`config.mk`:
```
export PLATFORM = sky130hd
export DESIGN_NAME = bzs_front
export DESIGN_NICKNAME = d
export VERILOG_FILES = /design/src/rtl/core/bzs_pkg.sv /design/src/rtl/core/bzs_front.sv
export SDC_FILE = /design/constraint.sdc
export NUM_CORES = 1
export LEC_CHECK = 0
export ABC_AREA = 1
export BUFFER_PORTS_ARGS = -buffer_cell sky130_fd_sc_hd__buf_2
export CAP_MARGIN = 25
export CORE_AREA = 2 2 62 64
export DETAILED_ROUTE_END_ITERATION = 16
export DIE_AREA = 0 0 64 66
export PLACE_DENSITY_LB_ADDON = 0.2
export SYNTH_ARGS = -nofsm -noshare
export SYNTH_HDL_FRONTEND = slang
export SYNTH_SLANG_ARGS = --single-unit
```
`constraint.sdc`:
```
create_clock -name vclk -period 0.96
set_input_delay 0.192 -clock vclk [all_inputs]
set_output_delay 0.192 -clock vclk [all_outputs]
set_load 0.02 [all_outputs]
```
`src/rtl/core/bzs_pkg.sv`:
```
package bzs_pkg;

    // Fixed widths of the item fields.
    localparam int FIELD_BITS  = 24;
    localparam int IDX_BITS    = 2;
    localparam int SEG_BITS    = 6;

    // Curve parameter t is unsigned Q1.16, 0 to 65536.
    localparam int T_BITS      = 17;
    localparam int T_FRAC_BITS = 16;

    localparam int NUM_AXES    = 3;
    localparam int NUM_POINTS  = 4;
    localparam int NUM_LERPS   = NUM_POINTS - 1;

    // Last de Casteljau level (three levels: 0, 1, 2).
    localparam logic [1:0] LVL_LAST = 2'd2;

    // Command queue between front and back.
    localparam int QUEUE_DEPTH = 4;
    localparam int QPTR_BITS   = $clog2(QUEUE_DEPTH);
    localparam int QCNT_BITS   = $clog2(QUEUE_DEPTH + 1);

    // Restoring division of 65536 by n, one quotient bit per cycle.
    localparam int DIV_STEPS    = T_BITS;
    localparam int DIV_CNT_BITS = $clog2(DIV_STEPS);
    localparam logic [DIV_CNT_BITS-1:0] DIV_CNT_LAST = DIV_CNT_BITS'(DIV_STEPS - 1);

    typedef enum logic {
        OP_LOAD  = 1'b0,
        OP_START = 1'b1
    } bzs_op_t;

    typedef struct packed {
        logic                         operation;
        logic [IDX_BITS-1:0]          point_index;
        logic signed [FIELD_BITS-1:0] coord_x;
        logic signed [FIELD_BITS-1:0] coord_y;
        logic signed [FIELD_BITS-1:0] coord_z;
        logic [SEG_BITS-1:0]          segments;
    } bzs_in_t;

    typedef struct packed {
        logic signed [FIELD_BITS-1:0] point_x;
        logic signed [FIELD_BITS-1:0] point_y;
        logic signed [FIELD_BITS-1:0] point_z;
        logic                         last_point;
    } bzs_out_t;

    // Classified command as it sits in the queue.
    typedef struct packed {
        logic                         is_start;
        logic [IDX_BITS-1:0]          idx;
        logic signed [FIELD_BITS-1:0] x;
        logic signed [FIELD_BITS-1:0] y;
        logic signed [FIELD_BITS-1:0] z;
        logic [SEG_BITS-1:0]          n;
    } bzs_cmd_t;

    typedef enum logic [1:0] {
        ST_IDLE,
        ST_DIV,
        ST_CALC,
        ST_EMIT
    } bzs_state_t;

    typedef struct packed {
        logic mul_en;
        logic add_en;
    } bzs_lerp_ctl_t;

    typedef struct packed {
        logic busy;
        logic out_load;
    } bzs_back_stat_t;

endpackage

```
`src/rtl/core/bzs_front.sv`:
```
module bzs_front #(
    parameter int MAX_SAMPLES = 64
) (
    input  bzs_pkg::bzs_in_t  item,
    output bzs_pkg::bzs_cmd_t cmd
);
    import bzs_pkg::*;

    localparam logic [SEG_BITS-1:0] N_MAX = SEG_BITS'(MAX_SAMPLES - 1);

    // Decode the operation, keep only the fields that matter for it and
    // clamp the segment count so a run never exceeds the sample limit.
    always_comb begin
        cmd.is_start = (item.operation == OP_START);
        cmd.idx      = item.point_index;
        cmd.x        = item.coord_x;
        cmd.y        = item.coord_y;
        cmd.z        = item.coord_z;
        cmd.n        = '0;
        if (cmd.is_start) begin
            cmd.idx = '0;
            cmd.x   = '0;
            cmd.y   = '0;
            cmd.z   = '0;
            cmd.n   = (item.segments > N_MAX) ? N_MAX : item.segments;
        end
    end

endmodule

```
# ---- Yosys cells after proc, flatten, opt, wreduce, memory -nomap -nowiden
# Index checks and enable logic that the tools add are counted.
dict set report totals {
  register_bits 0
  in_bits 81
  out_inout_bits 81
  elab_cells 3
}
dict set report classes {
  magnitude_cmp 1
  muxes 2
}
# operator count
set op_table {}
lappend op_table {{$mux 80} 1}
lappend op_table {{$gt 6x6->1 const B} 1}
lappend op_table {{$mux 6} 1}

# ---- Longest topological paths before layout
dict set report depth {
  word_depth 3
  mapped_depth 4
  mapped_depth_nobuf 2
}

# ---- Worst setup path after synthesis
# Ideal clock, no wire load.
dict set report synth_path {
  kind {input-to-output}
  start {input item[80] (netlist bit)}
  end {output cmd[10] (netlist bit)}
  t_arrival_ps 743
  required_time_ps 768
  setup_slack_ps 25
  cell_stages 3
  path_buffers 2
  cell_sequence {buf_6 > buf_6 > nor2_1}
}
# item line
set synth_lines {}
lappend synth_lines {{from (decl)} bzs_front.sv:4} ;# input bzs_pkg::bzs_in_t item,
lappend synth_lines {{to (decl)} bzs_front.sv:5} ;# output bzs_pkg::bzs_cmd_t cmd

==> results by stage <==
Outcome:
- The flow ran to the end, but the final reports show violations.
- The checks that failed: setup timing.

Synth:
- The synthesized netlist devotes 0% of its cell area to compound gates.
- The count of synthesis-stage warnings from yosys is 0.
- The simple-gate share of the synthesized area is 42.3%.
- The adder-cell share of the synthesized area is 0%.
- The mapped netlist covers 709 µm².
- Synthesis instantiated 5 different standard cells from the library.
- The biggest area contributor in the post-synthesis netlist is sky130_fd_sc_hd__inv_1.
- Counting every net in the synthesized netlist gives 251.
- By count the netlist is led by sky130_fd_sc_hd__inv_1, sky130_fd_sc_hd__nor2_1, sky130_fd_sc_hd__buf_6.
- The portion of netlist area occupied by mux cells is 0%.
- The cell count after synthesis came out at 170.
- Of the total synthesized cell area, the portion taken by XOR and XNOR cells is 0%.
- In the post-synthesis netlist, the biggest area contributors are sky130_fd_sc_hd__inv_1, sky130_fd_sc_hd__nor2_1, sky130_fd_sc_hd__buf_6.
- The share of the Yosys chip area taken by registers is 0%.
- Dividing the synthesized area by the synthesized cell count gives 4.17 µm².
- The combinational family with the most area after synthesis is buffers and inverters.
- The dominant cell by count in the synthesized netlist is sky130_fd_sc_hd__inv_1.
- The share of the synthesized area in the top cell type is 42.3%.

STA:
- The shortest period the worst path allows is 0.971 ns.
- The final count of negative-setup-slack endpoints is 2.
- The pin slew with the least headroom to its limit is 0.127 ns.
- The post-route worst setup slack is -0.0111 ns.
- Setup repair after global routing could not meet its margin everywhere.
- The post-route clock period utilization is 101%.
- The highest clock frequency the design can meet is 1030 MHz.
- The final hold violation count is 0.
- Headroom to the max-slew limit came out at 91.5%.
- The final count of pins violating max slew is 0.

Final layout:
- The area of all placed cells without fillers is 1870 µm².
- The filler cell count in the final layout is 361.
- The number of antenna diodes in the final layout is 0.
- Leaving out filler cells and counting taps, the final layout contains 376.
- The post-route netlist has 58.8% of its cells at a drive strength greater than 1.
- Across the whole layout, storage elements account for 0 µm².
- The clock buffer count is 0.
- From synthesis to final layout, the design area changed by 163%.
- The total number of sequential cells is 0.
- The layout net count is 411.

Critical path:
- The maximum single-stage delay on the critical path is 0.17 ns.
- The type of the worst setup path is input pin to output port.
- The top fanout value on the critical path is 9.
- Data on the critical path is required at its endpoint by 0.77 ns.
- The critical path goes through buf_8, buf_4, nor2_1, buf_4.
- The worst-path cell with the longest stage delay is sky130_fd_sc_hd__buf_4.
- In this run the number of cells on the critical path is 4.
- At the worst endpoint, the arrival time is 0.78 ns.
- The cell with the most instances on the worst path is sky130_fd_sc_hd__buf_4.
- Counting both buffers and inverters, the worst setup path holds a total of 3.
- The critical path capture point type is an output port.
- STA classifies the critical path startpoint as an input pin.
- The cell family contributing the most delay on the critical path is buffers and inverters.

Global route:
- The first global-routing pass estimated 4.13 mm of wire.
- The via count of the first global-routing pass was 1,085.
- The combined global-route utilization of all metal layers is 11.3%.
- The number of antenna violations at the first check in global routing is 0.
- Entering global routing, the biggest net connects 40 pins.
- The remaining global-route overflow is 0.

Route:
- For this run, the detailed router's first-pass iteration total came to 4.
- The post-detailed-routing wire length is 3.40 mm.
- In the final routed layout, each cell accounts on average for 9.04 µm.
- The average vias per placed instance is 3.65.
- The number of DRC violations after detailed routing is 0.
- The number of DRC violations after detailed-routing iteration 0 is 33.
- In this run the remaining antenna-violating nets after routing total 0.
- The via count is 1,374.

Floorplan:
- The number of I/O pins is 162.
- In this run the horizontal extent of the chip is 64 µm.
- The die outline height is 66 µm.
- The die covers 4220 µm².
- For this configuration, the core starts out at a cell density of 20.0%.
- The number of standard-cell rows in the floorplan is 22.
- The placeable core area is 3550 µm².

Power and ir drop:
- The sequential fraction of design power is 0%.
- The switching power of the nets is 0.000501 W.
- The share of total power dissipated in the clock network is 0%.
- In this run the static leakage power is 1.39 nW.
- The internal power contribution is 0.000448 W.
- Dividing total power by cell area gives a power density of 508 nW/µm².
- The share of total power dissipated in combinational logic is 100.0%.
- The switching share of total power is 52.8%.
- The worst ir drop on vdd is 0.260 mV.

Placement:
- Timing analysis after detailed placement gives a worst setup slack of -0.0636 ns.
- At the end of routability-driven placement, the weighted congestion stood at 0.678.
- The post-detailed-placement half-perimeter wirelength is 2.32 mm.
- The placed instance count is 373.
- Buffers placed on the I/O ports in this run total 162.
- The instance area at placement is 1520 µm².

Flow run:
- The max-capacitance violation count is 0.

Min path:
- The instance count along the most critical hold path is 4.
- The type of the worst min-delay path is input pin to output port.
==> what timing repair did <==
action,CTS,global route
hold buffers,0,0
gates resized for setup,59,51
setup endpoints to repair,61,76
setup buffers,0,0
cloned,0,3
==> placed cells by master, fill, tap and decap left out, drive strengths merged <==
master  count
nor2       74
clkbuf      2
nand2       6
buf       166
inv        80
==> power groups by stage <==
stage	sequential (W)	combinational, W	clock [W]
2_1_floorplan	0	0.000453	0
3_3_place_gp	0	0.000763	0
3_5_place_dp	0	0.000767	0
4_1_cts	0	0.000848	0
5_1_grt	0	0.00102	0
6_report	0	0.000949	0
==> cells by family (layout without fill, tap and decap cells) <==
family / Yosys count / in the layout
buffers and inverters: 90 / 248
and+or+nand+nor: 80 / 80
==> routing by layer <==
| layer | share of wire (%) | global-route usage [%] | vias to the layer above | wire length [µm] |
|---|---|---|---|---|
| li1 | - | - | 738 | - |
| met1 | 35 | 10.8 | 548 | 1180 |
| met2 | 55 | 26.0 | 88 | 1860 |
| met3 | 11 | 1.36 | 0 | 359 |
| met4 | 0 | 0 | 0 | 0 |
| met5 | 0 | 0 | - | 0 |
==> path summary, 6_finish.rpt <==
kind / endpoint / slack, ns / from
max: cmd[35] / -0.01 / item[80]
min: cmd[5] / 0.67 / item[5]
==> layout make-up <==
type	instances	area (µm²)	area share, %
multi-input combinational	80	373	20.0
timing repair buffer	168	1130	60.8
inverter	80	300	16.1
tap	48	60.1	3.22
==> metrics by stage <==
step | setup TNS, ns | hold slack (ns) | power, W | util (%)
2_1_floorplan | 0 | 0.497 | 0.000453 | -
3_3_place_gp | -0.345 | 0.681 | 0.000763 | 42.8
3_5_place_dp | -0.680 | 0.684 | 0.000767 | 42.8
4_1_cts | 0 | 0.670 | 0.000848 | 47.0
5_1_grt | -0.130 | 0.695 | 0.00102 | 52.6
6_report | -0.0198 | 0.666 | 0.000949 | 52.6
Power figures use the tool's default switching activity.
