[config.mk]
export PLATFORM = sky130hd
export DESIGN_NAME = bzs_cmd_fifo
export DESIGN_NICKNAME = d
export VERILOG_FILES = /design/src/rtl/core/bzs_pkg.sv /design/src/rtl/core/bzs_cmd_fifo.sv
export SDC_FILE = /design/constraint.sdc
export NUM_CORES = 1
export LEC_CHECK = 0
export CAP_MARGIN = 20
export CORE_AREA = 2 2 153 155
export CTS_CLUSTER_SIZE = 14
export DETAILED_ROUTE_END_ITERATION = 8
export DIE_AREA = 0 0 155 157
export DONT_BUFFER_PORTS = 1
export PLACE_DENSITY = 0.72
export RECOVER_POWER = 100
export SETUP_SLACK_MARGIN = 0.2
export SLEW_MARGIN = 20
export SYNTH_ARGS = -nofsm -noshare
export SYNTH_HDL_FRONTEND = slang
export SYNTH_SLANG_ARGS = --single-unit
export TNS_END_PERCENT = 20
[constraint.sdc]
create_clock -name aclk -period 9.2 [get_ports aclk]
set_input_delay 1.84 -clock aclk [delete_from_list [all_inputs] [get_ports aclk]]
set_output_delay 1.84 -clock aclk [all_outputs]
set_load 0.03 [all_outputs]
[src/rtl/core/bzs_pkg.sv]
package bzs_pkg;

    // Fixed widths of the item fields.
    localparam int FIELD_BITS  = 24;
    localparam int IDX_BITS    = 2;
    localparam int SEG_BITS    = 6;

    // Curve parameter t is unsigned Q1.16, 0 to 65536.
    localparam int T_BITS      = 17;
    localparam int T_FRAC_BITS = 16;

    localparam int NUM_AXES    = 3;
    localparam int NUM_POINTS  = 4;
    localparam int NUM_LERPS   = NUM_POINTS - 1;

    // Last de Casteljau level (three levels: 0, 1, 2).
    localparam logic [1:0] LVL_LAST = 2'd2;

    // Command queue between front and back.
    localparam int QUEUE_DEPTH = 4;
    localparam int QPTR_BITS   = $clog2(QUEUE_DEPTH);
    localparam int QCNT_BITS   = $clog2(QUEUE_DEPTH + 1);

    // Restoring division of 65536 by n, one quotient bit per cycle.
    localparam int DIV_STEPS    = T_BITS;
    localparam int DIV_CNT_BITS = $clog2(DIV_STEPS);
    localparam logic [DIV_CNT_BITS-1:0] DIV_CNT_LAST = DIV_CNT_BITS'(DIV_STEPS - 1);

    typedef enum logic {
        OP_LOAD  = 1'b0,
        OP_START = 1'b1
    } bzs_op_t;

    typedef struct packed {
        logic                         operation;
        logic [IDX_BITS-1:0]          point_index;
        logic signed [FIELD_BITS-1:0] coord_x;
        logic signed [FIELD_BITS-1:0] coord_y;
        logic signed [FIELD_BITS-1:0] coord_z;
        logic [SEG_BITS-1:0]          segments;
    } bzs_in_t;

    typedef struct packed {
        logic signed [FIELD_BITS-1:0] point_x;
        logic signed [FIELD_BITS-1:0] point_y;
        logic signed [FIELD_BITS-1:0] point_z;
        logic                         last_point;
    } bzs_out_t;

    // Classified command as it sits in the queue.
    typedef struct packed {
        logic                         is_start;
        logic [IDX_BITS-1:0]          idx;
        logic signed [FIELD_BITS-1:0] x;
        logic signed [FIELD_BITS-1:0] y;
        logic signed [FIELD_BITS-1:0] z;
        logic [SEG_BITS-1:0]          n;
    } bzs_cmd_t;

    typedef enum logic [1:0] {
        ST_IDLE,
        ST_DIV,
        ST_CALC,
        ST_EMIT
    } bzs_state_t;

    typedef struct packed {
        logic mul_en;
        logic add_en;
    } bzs_lerp_ctl_t;

    typedef struct packed {
        logic busy;
        logic out_load;
    } bzs_back_stat_t;

endpackage

[src/rtl/core/bzs_cmd_fifo.sv]
module bzs_cmd_fifo (
    input  logic                       aclk,
    input  logic                       aresetn,
    input  logic                       push,
    input  bzs_pkg::bzs_cmd_t          push_cmd,
    input  logic                       pop,
    output bzs_pkg::bzs_cmd_t          head_cmd,
    output logic                       full,
    output logic                       empty,
    output logic [bzs_pkg::QCNT_BITS-1:0] count
);
    import bzs_pkg::*;

    bzs_cmd_t             mem_reg [QUEUE_DEPTH];
    logic [QPTR_BITS-1:0] wr_ptr_reg;
    logic [QPTR_BITS-1:0] rd_ptr_reg;
    logic [QCNT_BITS-1:0] count_reg;
    logic                 do_push;
    logic                 do_pop;

    assign full     = (count_reg == QCNT_BITS'(QUEUE_DEPTH));
    assign empty    = (count_reg == '0);
    assign count    = count_reg;
    assign do_push  = push && !full;
    assign do_pop   = pop && !empty;
    assign head_cmd = mem_reg[rd_ptr_reg];

    always_ff @(posedge aclk) begin
        if (!aresetn) begin
            wr_ptr_reg <= '0;
            rd_ptr_reg <= '0;
            count_reg  <= '0;
        end else begin
            if (do_push) begin
                wr_ptr_reg <= wr_ptr_reg + 1'b1;
            end
            if (do_pop) begin
                rd_ptr_reg <= rd_ptr_reg + 1'b1;
            end
            if (do_push && !do_pop) begin
                count_reg <= count_reg + 1'b1;
            end else if (do_pop && !do_push) begin
                count_reg <= count_reg - 1'b1;
            end
        end
    end

    always_ff @(posedge aclk) begin
        if (do_push) begin
            mem_reg[wr_ptr_reg] <= push_cmd;
        end
    end

endmodule

Word level (Yosys, flattened, before mapping). Memories as Yosys holds them, arrays and structs flattened. A register that Yosys moved wholly into a read port is not among the register bits. Cells that the tools add are included.

Flip-flop bits (word level): 7. RAM bits: 324. Output and inout bits: 86. Logic and storage cells: 25. Memories: 1.

Add/sub/neg operators: 4. Eq/ne operators: 1. Mux-type cells: 6. Reduce and logical (&&, ||, !) cells: 10.

Memory list: mem_reg (depth 4, width 81, read ports 1, clocked after Yosys merged registers in 1, wr ports 1, RTL line bzs_cmd_fifo.sv:14) `bzs_cmd_t mem_reg [QUEUE_DEPTH];`.

Operators with widths (number): $mux 3 (2); $add 2x1->2 const B (2); $logic_and 1x1->1 (4); $logic_not 1->1 (4); $mux 2 (2); $add 3x1->3 const B (1); $eq 3x3->1 const B (1); $logic_not 3->1 (1); $sub 3x1->3 const B (1); $mux 1 (2); $reduce_bool 2->1 (1).

Depth between registers and ports, before layout.
Depth after elaboration: 7. Depth in mapped cells: 9. Gate-level depth less buffers: 8.

Worst setup path after synthesis. No wires, ideal clock.

Kind: input to register. Start point: input port push. End point: memory mem_reg[0][0] (netlist bit) (enable). Setup time: 0.448 ns. Arrival: 4.020 ns. Slack: 4.732 ns. Cell stages on the path: 3. Path buffers: 1. Path through: nor2b_1 buf_2 and2_1.

Cells in the longest elaborated chain, start to end: 3.

Ends and longest elaborated chain: start, declared (RTL line bzs_cmd_fifo.sv:4) `input logic push,`; $logic_and 1x1->1 (RTL line bzs_cmd_fifo.sv:24) `assign do_push = push && !full;`; net do_push (RTL line bzs_cmd_fifo.sv:18) `logic do_push;`; $mux 1 (RTL line bzs_cmd_fifo.sv:49) `if (do_push) begin`; $mux 1 (not written as such) (RTL line bzs_cmd_fifo.sv:50) `mem_reg[wr_ptr_reg] <= push_cmd;`; end, declared (RTL line bzs_cmd_fifo.sv:14).

The timed path passes the listed nets, and every way through them passes these cells.

Final worst setup path.
Start point: input port push. End point: memory mem_reg[0][52] (netlist bit) (enable).

Cells in the longest elaborated chain, start to end: 3.

Ends and longest elaborated chain (RTL line): $logic_and 1x1->1 (bzs_cmd_fifo.sv:24); $mux 1 (bzs_cmd_fifo.sv:49); $mux 1 (not written as such) (bzs_cmd_fifo.sv:50).

Every way passes these cells.

==> summary.md <==
| Metric | Value |
|---|---|
| Outcome | `finished, violations left` |
| Failing checks | `max-capacitance violations, max-slew violations` |
| Die Area | `approximately 0.024 mm^2` |
| Max_cap viols | `6` |
| Grt total ovfl | `0` |
| Pre-CTS setup slack | `between 4 and 5 ns` |
| Number of gates resized after cts | `0` |
| Cells after Synth | `roughly 470` |
| IO buf count | `0` |
| DRT antenna net count | `0` |
| Tot GR Track Use | `17.5%` |
| Clk pin slew, worst setup/hold paths | `0.06 ns` |
| Xor-xnor portion of the synthesized cell area | `less than 1%` |
| Tmin final | `6.45 ns` |
| Synthesized area | `between 0.01 and 0.015 mm^2` |
| Crit start category | `input port` |
| Clock buffer count from CTS | `34` |
| Fillers | `1507` |
| Simple-gate area share of the yosys netlist | `less than 1%` |
| Area Growth Syn to Fin | `10.4%` |
| Worst-path fanout max | `46` |
| Clock sinks | `333` |
| Pin count of the biggest net entering global routing | `53` |
| Clock Latency Late Sink | `0.50 ns` |
| Top delay family on crit path | `simple AND/OR/NAND/NOR gates` |
| Largest register FFs | `324` |
| RSZ-0062 raised after global routing | `false` |
| Sequential-to-total area share from yosys stat | `about four fifths` |
| Non-filler cells, final | `802` |
| Initial antenna violation count | `0` |
| Arr. time, crit path | `between 6 and 7 ns` |
| Synth Area in Adders | `0.674%` |
| CP cell instances | `nor2b_1, and2_0, clkbuf_1` |
| Placed Cells | `742` |
| Slew @ Worst Pin | `2.78 ns` |
| Register bit total from synthesis | `333` |
| Drt initial violations | `304` |
| Mux cell area share after synthesis | `between 10% and 20%` |
| F_max | `0.155 GHz` |
| Layout Nets | `slightly below 600` |
| Post-synthesis compound-gate area fraction | `0.276%` |
| CP required | `9.25 ns` |
| # hold bufs at CTS | `0` |
| Syn_nets | `562` |
| Vias in the first global route | `5384` |
| Htree depth | `2` |
| Synth top area cells | `edfxtp_1 (79%), mux4_2 (15%), dfxtp_1 (1.5%)` |
| Leakage | `0.00416 uW` |
| Slew headroom | `-85.4%` |
| Total number of yosys warnings | `0` |
| Pwr Density | `between 300 and 400 mW/mm^2` |
| Area leader, netlist | `edfxtp_1` |
| Worst path bufs/invs | `1` |
| Final GP Congestion | `0.747` |
| Fin worst setup slack | `2.75 ns` |
| Postcts setup bufs | `0` |
| HP Class | `flip-flop to flip-flop` |
| Share of the synthesized area in the top cell type | `between 70% and 80%` |
| Synth cell types | `23` |
| Commonest non-fill, non-tap cell in the layout | `edfxtp_1` |
| CP Class | `input port to flip-flop` |
| CP max stage delay | `between 2 and 2.5 ns` |
| Maximum buffer depth of the clock tree | `3` |
| Final hold violation count | `0` |
| Worst vdd ir | `200 uV` |
| Internal reg-to-reg setup slack | `3.03 ns` |
| Pre-Repair DR Iteration Count | `4` |
| Layout Skew | `~0.015 ns` |
| Sum of negative setup slack | `0 ns` |
| CTS tree | `built` |
| Endpoints failing setup | `0` |
| First-pass GRT wire length | `31.5 mm` |
| Total wire length | `20.6 mm` |
| Die height | `approximately 160 um` |
| Avg Inst Size Synth | `26.0 um^2` |
| Die width | `155 um` |
| Routed wire per std cell | `25.7 um` |
| Drc violations | `0` |
| Starting Density | `54.4%` |
| Fraction of layout cells with a size suffix above 1 | `between 20% and 30%` |
| Core area | `0.0225 mm^2` |
| CP Capture Type | `flip-flop` |
| Total number of vias | `4850` |
| Boundary Pins | `171` |
| Clock root buffer | `clkbuf_16` |
| Site Rows | `55` |
| Detail Placement HPWL | `around 12 mm` |
| Number of vias per cell | `6.05` |
| Crit share post-route | `70.1%` |
| Slew Limit Fails | `between 200 and 250` |
| N_diodes | `0` |
| Commonest non-fill, non-tap cells in the layout | `edfxtp_1 (324), mux4_2 (81), clkbuf_16 (37)` |
| Slowest cell on the critical path | `clkbuf_1` |
| Main combinational cell family by area after synthesis | `multiplexers` |
## final cells by class
cell class | instances | area (um^2) | area share [%]
multi-input cells | 115 | 2100 | 15.5
repair buffers | 6 | 45.0 | 0.333
well taps | 285 | 357 | 2.64
inverters | 3 | 11.3 | 0.0833
flip-flops and latches | 333 | 9910 | 73.3
clock inverters | 17 | 149 | 1.10
clock buffers | 43 | 948 | 7.01
## through the flow
step	power [uW]	hold WS [ns]	util [%]	instance area, um^2
after floorplan	2860	0.468	-	12300
after global placement	2920	0.475	55.3	12400
after detailed placement	2940	0.513	55.3	12400
after CTS	4270	0.521	60.2	13500
after global routing	4380	0.537	60.1	13500
final	4220	0.523	60.1	13500
## synthesized netlist by cell type
master / instances
a21boi_0: 1
nor3_1: 1
xnor2_1: 3
mux2i_1: 3
inv_1: 3
nor2b_1: 2
ha_1: 5
nand2_1: 4
dfxtp_1: 9
or3_1: 1
o21ai_0: 1
buf_6: 1
xor2_1: 1
buf_12: 8
clkbuf_1: 2
fa_1: 1
buf_2: 9
nor3b_2: 1
o311ai_1: 1
o31ai_2: 1
edfxtp_1: 324
mux4_2: 81
and2_1: 8
## worst register-to-register path, stage by stage (launching register included)
cell and delay, ns:
dfxtp_1 0.68, nor3b_1 0.32, nor2b_1 0.51, and2_0 2.06
clkbuf_1 2.08
## worst paths after layout
path | start | cells after the start | endpoint
setup / recovery | push | 3 | mem_reg[0][52]
hold / removal | wr_ptr_reg[0] | 2 | wr_ptr_reg[0]
setup reg to reg | count[0] | 4 | mem_reg[0][52]
hold reg to reg | wr_ptr_reg[0] | 2 | wr_ptr_reg[0]
## where the power goes
| group | switching, uW | internal [uW] |
|---|---|---|
| clock | 514 | 811 |
| sequential | 99.6 | 1850 |
| combinational | 628 | 313 |
## routing by layer
metal  wire length [um]  vias up  GRT usage (%)
li1                   -     2056              -
met1               7680     2572           20.6
met2              10600      190           29.8
met3               1910       32           6.53
met4                439        0           6.17
met5                  0        -              0
## kinds of logic after synthesis
logic type	after synthesis
compound gates	4
xor+xnor	4
fa+ha+maj	6
buf+inv	23
flops	333
mux	84
simple gates	17
Note: power is estimated with default switching activity, not from simulation.
